**config.mk**
```make
export PLATFORM = sky130hd
export DESIGN_NAME = ffpra_alu
export DESIGN_NICKNAME = d
export VERILOG_FILES = /design/src/ffpra_alu.sv
export SDC_FILE = /design/constraint.sdc
export NUM_CORES = 1
export LEC_CHECK = 0
export BUFFER_PORTS_ARGS = -buffer_cell sky130_fd_sc_hd__buf_2
export CORE_ASPECT_RATIO = 0.6
export CORE_MARGIN = 10
export CORE_UTILIZATION = 30
export DETAILED_ROUTE_END_ITERATION = 8
export PLACE_DENSITY = 0.65
export SETUP_SLACK_MARGIN = 0.1
export SYNTH_ARGS = -nofsm -noshare
export SYNTH_HDL_FRONTEND = slang
export SYNTH_SLANG_ARGS = --single-unit
```
**constraint.sdc**
```tcl
create_clock -name vclk -period 7.46
set_clock_uncertainty 0.2 [all_clocks]
set_input_delay 1.492 -clock vclk [all_inputs]
set_output_delay 1.492 -clock vclk [all_outputs]
set_load 0.02 [all_outputs]
```
**src/ffpra_alu.sv**
```systemverilog
// Shared adder/subtractor used by the allocator sequencer.
`timescale 1ns / 1ps

module ffpra_alu #(
  parameter int W = 47
) (
  input  logic [W-1:0] a,
  input  logic [W-1:0] b,
  input  logic         sub,
  output logic [W-1:0] sum,
  output logic         carry
);

  // for subtraction, carry high means a >= b
  assign {carry, sum} = {1'b0, a} + {1'b0, b ^ {W{sub}}} + {{W{1'b0}}, sub};

endmodule

```
# Yosys cells after proc, flatten, opt, wreduce, memory -nomap -nowiden
# Index checks and enable logic that the tools add are counted.
[totals]
ff_bits = 0
input_bits = 95
output_inout_bits = 48
[classes]
add_sub_neg = 2
bitwise_logic = 1
[ops]
columns = ["cell", "n"]
rows = [
  ["47-bit by 47-bit adder with 48-bit output", 1],
  ["48-bit by 1-bit adder with 48-bit output", 1],
  ["47-bit XOR", 1],
]

# Longest topological paths before layout
# Gate-level depths: netlist of run 1.
[depth]
depth_word = 3
depth_mapped = 13
depth_no_buf = 11

# Worst setup path after synthesis of run 1
# No wires, ideal clock.
[synth_timing]
path_type = "input to output"
start = "input port sub"
end = "output port sum[43]"
arrival_time_ns = 4.842
path_slack_ns = 0.926
stages = 12
path_buffers = 2
cell_sequence = "clkbuf_1 -> buf_1 -> xor2_1 -> ha_1 -> a21oi_1 -> a21boi_0 -> a211o_1 -> o21ai_1 -> a31oi_1 -> a31o_2 -> a21o_1 -> a311oi_1"
[synth_between]
elab_chain_len = 3
[synth_lines]
columns = ["item", "line_no", "source"]
rows = [
  ["from (decl)", "9", "input logic sub,"],
  ["47-bit XOR", "15", "assign {carry, sum} = {1'b0, a} + {1'b0, b ^ {W{sub}}} + {{W{1'b0}}, sub};"],
  ["47-bit by 47-bit adder with 48-bit output", "15", ""],
  ["48-bit by 1-bit adder with 48-bit output (*)", "15", ""],
  ["to (decl)", "10", "output logic [W-1:0] sum,"],
]
# Mark *: on every way between the ends. The rest lies on a longest branch, timed or not.

# Worst setup path after layout of run 1
[layout_timing]
start = "input port sub"
end = "output port sum[41]"
# Same word-level chain as after synthesis.

==> results of run 1 <==
metrics by stage:
stage	setup WS (ns)	area, um2
after floorplan	0.9256	3178
after global placement	0.8882	4015
after detailed placement	0.8705	4015
after CTS	0.8519	4015
after global routing	0.6175	4015
final	0.8353	4015
worst max path at each step:
stage / from / end / slack [ns]
floorplan: sub / sum[43] / 0.93
finish: sub / sum[41] / 0.84
global placement: sub / sum[41] / 0.89
CTS: sub / sum[41] / 0.85
global route: sub / sum[41] / 0.62
detailed placement: sub / sum[41] / 0.87
report_power, final:
part	internal, W	switching [W]	total (W)
Combinational	0.000242	0.000406	0.000648
Clock	0	0	0
Sequential	0	0	0
Total	0.000242	0.000406	0.000648
layer usage:
layer	up-vias	wire [um]	track usage, %
met5	-	0	0
met4	0	98	1.022
met3	11	857	2.882
met2	131	5440	24.03
met1	1776	5897	20.11
li1	1893	-	-
layout by cell type (no fill, tap or decap), drive strengths merged, types with 7 or more instances in the layout:
cell,n
buf,145
o21a,9
o21ai,29
xnor2,25
nor3,11
a31oi,7
nor2,25
nand3,10
ha,49
nand4,8
a21oi,49
nand2,31
inv,10
xor2,61
a21o,24
cells by family (layout without fill, tap and decap cells):
family / Yosys count / count (layout) / synth area share [%]
fa+ha+maj: 50 / 50 / 19.92
buf+inv: 26 / 155 / 3.150
xor+xnor: 86 / 86 / 23.70
mux: 2 / 2 / 0.7873
simple gates: 116 / 116 / 18.23
compound gates: 160 / 160 / 34.21
synthesized netlist by cell type (all sizes together), types with 7 or more instances:
cell type  instances  area share, %
a21o              24            5.7
a21oi             49            7.7
a31oi              7            1.9
clkbuf            11            1.3
ha                49             19
inv               10            1.2
nand2             31            3.7
nand3             10            1.6
nand4              8            1.6
nor2              25            3.0
nor3              11            1.7
o21a               9            2.1
o21ai             29            4.6
xnor2             25            6.9
xor2              61             17
critical path: cells and delay by family:
family	cells	cell delay (ns)
AO/OA/AOI/OAI	7	1.83
XOR/XNOR	1	0.16
adder cells (fa/ha/maj)	1	0.40
buffers and inverters	2	0.78
AND/OR/NAND/NOR	1	0.25
final cells by class:
type,instances,area share [%]
tap,135,4.207
timing repair buffer,145,18.20
inverter,10,0.9349
multi-input combinational,414,76.66
==> impl_metrics.py, run 1 <==
metrics = {
    "run_status": {
        "result_of_the_run": "completed",
    },
    "power_and_ir_drop": {
        "ir_drop_v": 0.00006893,
        "static-leakage-power_nw": 1.998,
        "p_per_area_nw_per_um2": 161.4,
        "design_power_total_w": 0.0006482,
    },
    "detailed_routing": {
        "antenna_viol_nets_final": 0,
        "num_vias": 3811,
        "wl_per_cell_um": 17.46,
        "drt_drc_violations_left": 0,
        "routed_via_density": 5.413,
        "drt_iter0_markers": 282,
        "postRouteWirelength_um": 12290,
        "detailedRoute.firstPassIterationCount": 4,
    },
    "critical_path": {
        "cp_data_required_time_ns": 5.77,
        "cp_cell_sequence": "buf_2 > xor2_1 > ha_1 > a21oi_1 > a21boi_0 > a211o_1 > o21a_1 > o211ai_1 > and2_1 > o21ai_0 > a311oi_1 > buf_2",
        "critPathMostFrequentCell": "sky130_fd_sc_hd__buf_2",
        "worstSetupPathType": "input port to output pin",
        "critical_path.max_stage_delay_ns": 0.56,
        "critical_path.max_fanout": 24,
        "cpMaxStageDelayCell": "sky130_fd_sc_hd__buf_2",
        "worstSetupStartpointType": "input port",
        "setup.worst_path.end_class": "output pin",
        "critPathArrivalTime_ns": 4.93,
    },
    "floorplanning": {
        "num_io_pins": 143,
        "dieHeight_um": 99.73,
        "design.die.area_um2": 15250,
        "core-area_um2": 10090,
        "die-width_um": 152.9,
        "initial_core_util_pct": 31.50,
        "rows": 28,
    },
    "finish": {
        "finalNetCount": 716,
        "insertedDiodeCount": 0,
        "stdcell_count": 704,
        "nFlopsAndLatches": 0,
        "n_clock_buffer": 0,
        "ff_latch_area_um2": 0,
        "multi_input_gate_area_um2": 3078,
        "layout_cell_share_with_drive_strength_beyond_1_pct": 27.94,
        "final_core_util_pct": 39.79,
        "synthToLayoutAreaGrowth_pct": 26.34,
        "fillCellCount": 1079,
    },
    "sta": {
        "setup_viol": 0,
        "period_minus_slack_ns": 6.625,
        "worst_slew_pin_slew_ns": 0.7275,
        "rsz0062_at_grt": "false",
        "final.hold.worst_slack_ns": 3.097,
        "setup_tns_ns": 0,
        "clock.fmax_ghz": 0.1510,
        "finalMaxSlewViolations": 0,
        "slew_headroom_pct": 51.50,
        "layout_worst_path_cycle_share_pct": 88.80,
        "hold_violations": 0,
    },
    "flow_run": {
        "maxCapViolations": 0,
    },
    "global_route": {
        "globalRouteTotalUtil_pct": 14.65,
        "maximum_number_of_pins_on_one_net_before_global_route_repair": 25,
        "via_count_of_the_first_global_routing_pass": 3759,
        "grt_overflow_total": 0,
        "antenna_found_initial": 0,
        "grt_pass1_wl_um": 19380,
    },
    "placement": {
        "gp_congestion": 0.9196,
        "dp_hpwl_um": 10720,
        "placement.io_buffers": 143,
        "dp_cells": 704,
    },
    "cts": {
        "postCtsResizedCells": 0,
        "post_cts_buffers": 0,
        "hold_buffer_count_at_cts": 0,
    },
    "synthesis": {
        "ys_types": 53,
        "ys_seq_area_share_pct": 0,
        "avgSynthCellArea_um2": 7.223,
        "synthesis.instances": 440,
        "synth.net_count": 585,
        "synth-warning-count": 0,
        "netlist_area_um2": 3178,
    },
    "worst_hold_path": {
        "min_delay_worst_endpoint": "sum[0]",
        "min_path_type": "input port to output pin",
        "whs_path_depth": 3,
        "worstHoldStart": "a[0]",
    },
}
(Power assumes the default switching activity.)
==> run 2: changes to the inputs <==
--- a/config.mk
+++ b/config.mk
@@ -8,9 +8,9 @@
 export BUFFER_PORTS_ARGS = -buffer_cell sky130_fd_sc_hd__buf_2
 export CORE_ASPECT_RATIO = 0.6
 export CORE_MARGIN = 10
-export CORE_UTILIZATION = 30
+export CORE_UTILIZATION = 51
 export DETAILED_ROUTE_END_ITERATION = 8
-export PLACE_DENSITY = 0.65
+export PLACE_DENSITY = 0.95
 export SETUP_SLACK_MARGIN = 0.1
 export SYNTH_ARGS = -nofsm -noshare
 export SYNTH_HDL_FRONTEND = slang
==> impl_metrics.py, run 2 (synthesized netlist as in run 1, its figures left out) <==
metrics = {
    "global_route": {
        "grt_overflow_total": 0,
        "antenna_found_initial": 0,
        "grt_pass1_wl_um": 18030,
        "via_count_of_the_first_global_routing_pass": 3700,
        "maximum_number_of_pins_on_one_net_before_global_route_repair": 19,
        "globalRouteTotalUtil_pct": 21.29,
    },
    "sta": {
        "setup_viol": 0,
        "rsz0062_at_grt": "false",
        "hold_violations": 0,
        "period_minus_slack_ns": 6.527,
        "slew_headroom_pct": 65.71,
        "worst_slew_pin_slew_ns": 0.5119,
        "setup_tns_ns": 0,
        "finalMaxSlewViolations": 0,
        "final_critical_path_setup_slack_ns": 0.9330,
        "final.hold.worst_slack_ns": 3.096,
        "clock.fmax_ghz": 0.1532,
        "layout_worst_path_cycle_share_pct": 87.49,
    },
    "finish": {
        "finalNetCount": 716,
        "finalInstanceArea_um2": 3951,
        "fillCellCount": 567,
        "layout_cell_share_with_drive_strength_beyond_1_pct": 27.94,
        "highest_count_cells_in_the_layout_ignoring_fill_and_taps": "143 x sky130_fd_sc_hd__buf_2, 61 x sky130_fd_sc_hd__xor2_1, 49 x sky130_fd_sc_hd__a21oi_1, 49 x sky130_fd_sc_hd__ha_1, 31 x sky130_fd_sc_hd__nand2_1",
        "nFlopsAndLatches": 0,
        "n_clock_buffer": 0,
        "synthToLayoutAreaGrowth_pct": 24.33,
        "insertedDiodeCount": 0,
        "ff_latch_area_um2": 0,
        "final_common_cell": "sky130_fd_sc_hd__buf_2",
    },
    "detailed_routing": {
        "postRouteWirelength_um": 11610,
        "wl_per_cell_um": 17.78,
        "drt_drc_violations_left": 0,
        "drt_iter0_markers": 352,
        "routed_via_density": 5.948,
        "antenna_viol_nets_final": 0,
        "num_vias": 3884,
        "detailedRoute.firstPassIterationCount": 5,
    },
    "critical_path": {
        "critical_path.max_fanout": 18,
        "worstSetupStartpointType": "input port",
        "cp_cell_sequence": "buf_2 > buf_4 > xor2_1 > ha_1 > nand2_1 > or3_1 > a211oi_1 > o211ai_1 > and2_1 > o21ai_0 > xor2_1 > buf_2",
        "worstSetupPathType": "input port to output pin",
        "cp_top_family": "buffers and inverters",
        "cp_data_required_time_ns": 5.77,
        "critical_path_buf_inv_count": 3,
        "setup.worst_path.end_class": "output pin",
        "cpMaxStageDelayCell": "sky130_fd_sc_hd__o21ai_0",
        "critPathArrivalTime_ns": 4.84,
        "critical_path.max_stage_delay_ns": 0.44,
    },
    "power_and_ir_drop": {
        "ir_drop_v": 0.0001263,
        "p_per_area_nw_per_um2": 163.4,
        "static-leakage-power_nw": 1.998,
    },
    "placement": {
        "detailed_place.area_um2": 3951,
        "placement.io_buffers": 143,
        "gp_congestion": 1.011,
        "dp_hpwl_um": 10100,
        "preCtsSetupSlack_ns": 0.9901,
    },
    "floorplanning": {
        "die-width_um": 121.9,
        "dieHeight_um": 81.15,
        "rows": 22,
        "core-area_um2": 6083,
        "initial_core_util_pct": 52.24,
        "num_io_pins": 143,
        "design.die.area_um2": 9892,
    },
    "worst_hold_path": {
        "worstHoldStart": "a[0]",
        "whs_path_depth": 3,
        "min_delay_worst_endpoint": "sum[0]",
        "min_path_type": "input port to output pin",
    },
    "flow_run": {
        "maxCapViolations": 0,
    },
    "cts": {
        "post_cts_buffers": 0,
        "hold_buffer_count_at_cts": 0,
        "postCtsResizedCells": 0,
    },
    "run_status": {
        "result_of_the_run": "completed",
    },
}
==> run 2: cell counts in the layout (fill, tap and decap cells not counted) <==
No cell type changed its count.
==> run 2: layout make-up <==
type                            instances  area [um2]  share of cell area [%]
Tap cell                               84       105.1                   2.660
Inverter                               10       37.54                  0.9500
Timing Repair Buffer                  145       730.7                   18.49
Multi-Input combinational cell        414        3078                   77.90
==> run 2: power breakdown <==
part	leakage, nW	internal [W]	switching [W]	total (W)
registers	0	0	0	0
clock network	0	0	0	0
logic	2.00	0.000242	0.000403	0.000646
==> run 2: stage by stage <==
step / utilization, % / cells / total power [W]
after floorplan: - / 440 / 0.0004418
after global placement: 64.95 / 653 / 0.0006210
after detailed placement: 64.95 / 653 / 0.0006353
after CTS: 64.95 / 653 / 0.0006390
after global routing: 64.95 / 653 / 0.0006972
final: 64.95 / 653 / 0.0006458
==> run 2: worst max-delay path by stage <==
stage                     from      end  slack (ns)  cells past startpoint
after detailed placement   sub  sum[43]        0.99                     12
after CTS                  sub  sum[43]        0.99                     12
after global routing       sub  sum[43]        0.73                     12
after floorplan            sub  sum[43]        0.93                     12
final                      sub  sum[37]        0.93                     12
after global placement     sub  sum[37]        1.12                     12
==> run 2: metal layers <==
metal  GRT usage (%)  share of wire, %  vias up
li1                -                 -     1887
met1           29.88                45     1763
met2           34.53                44      220
met3           3.393                10       14
met4           2.014              0.92        0
met5               0                 0        -
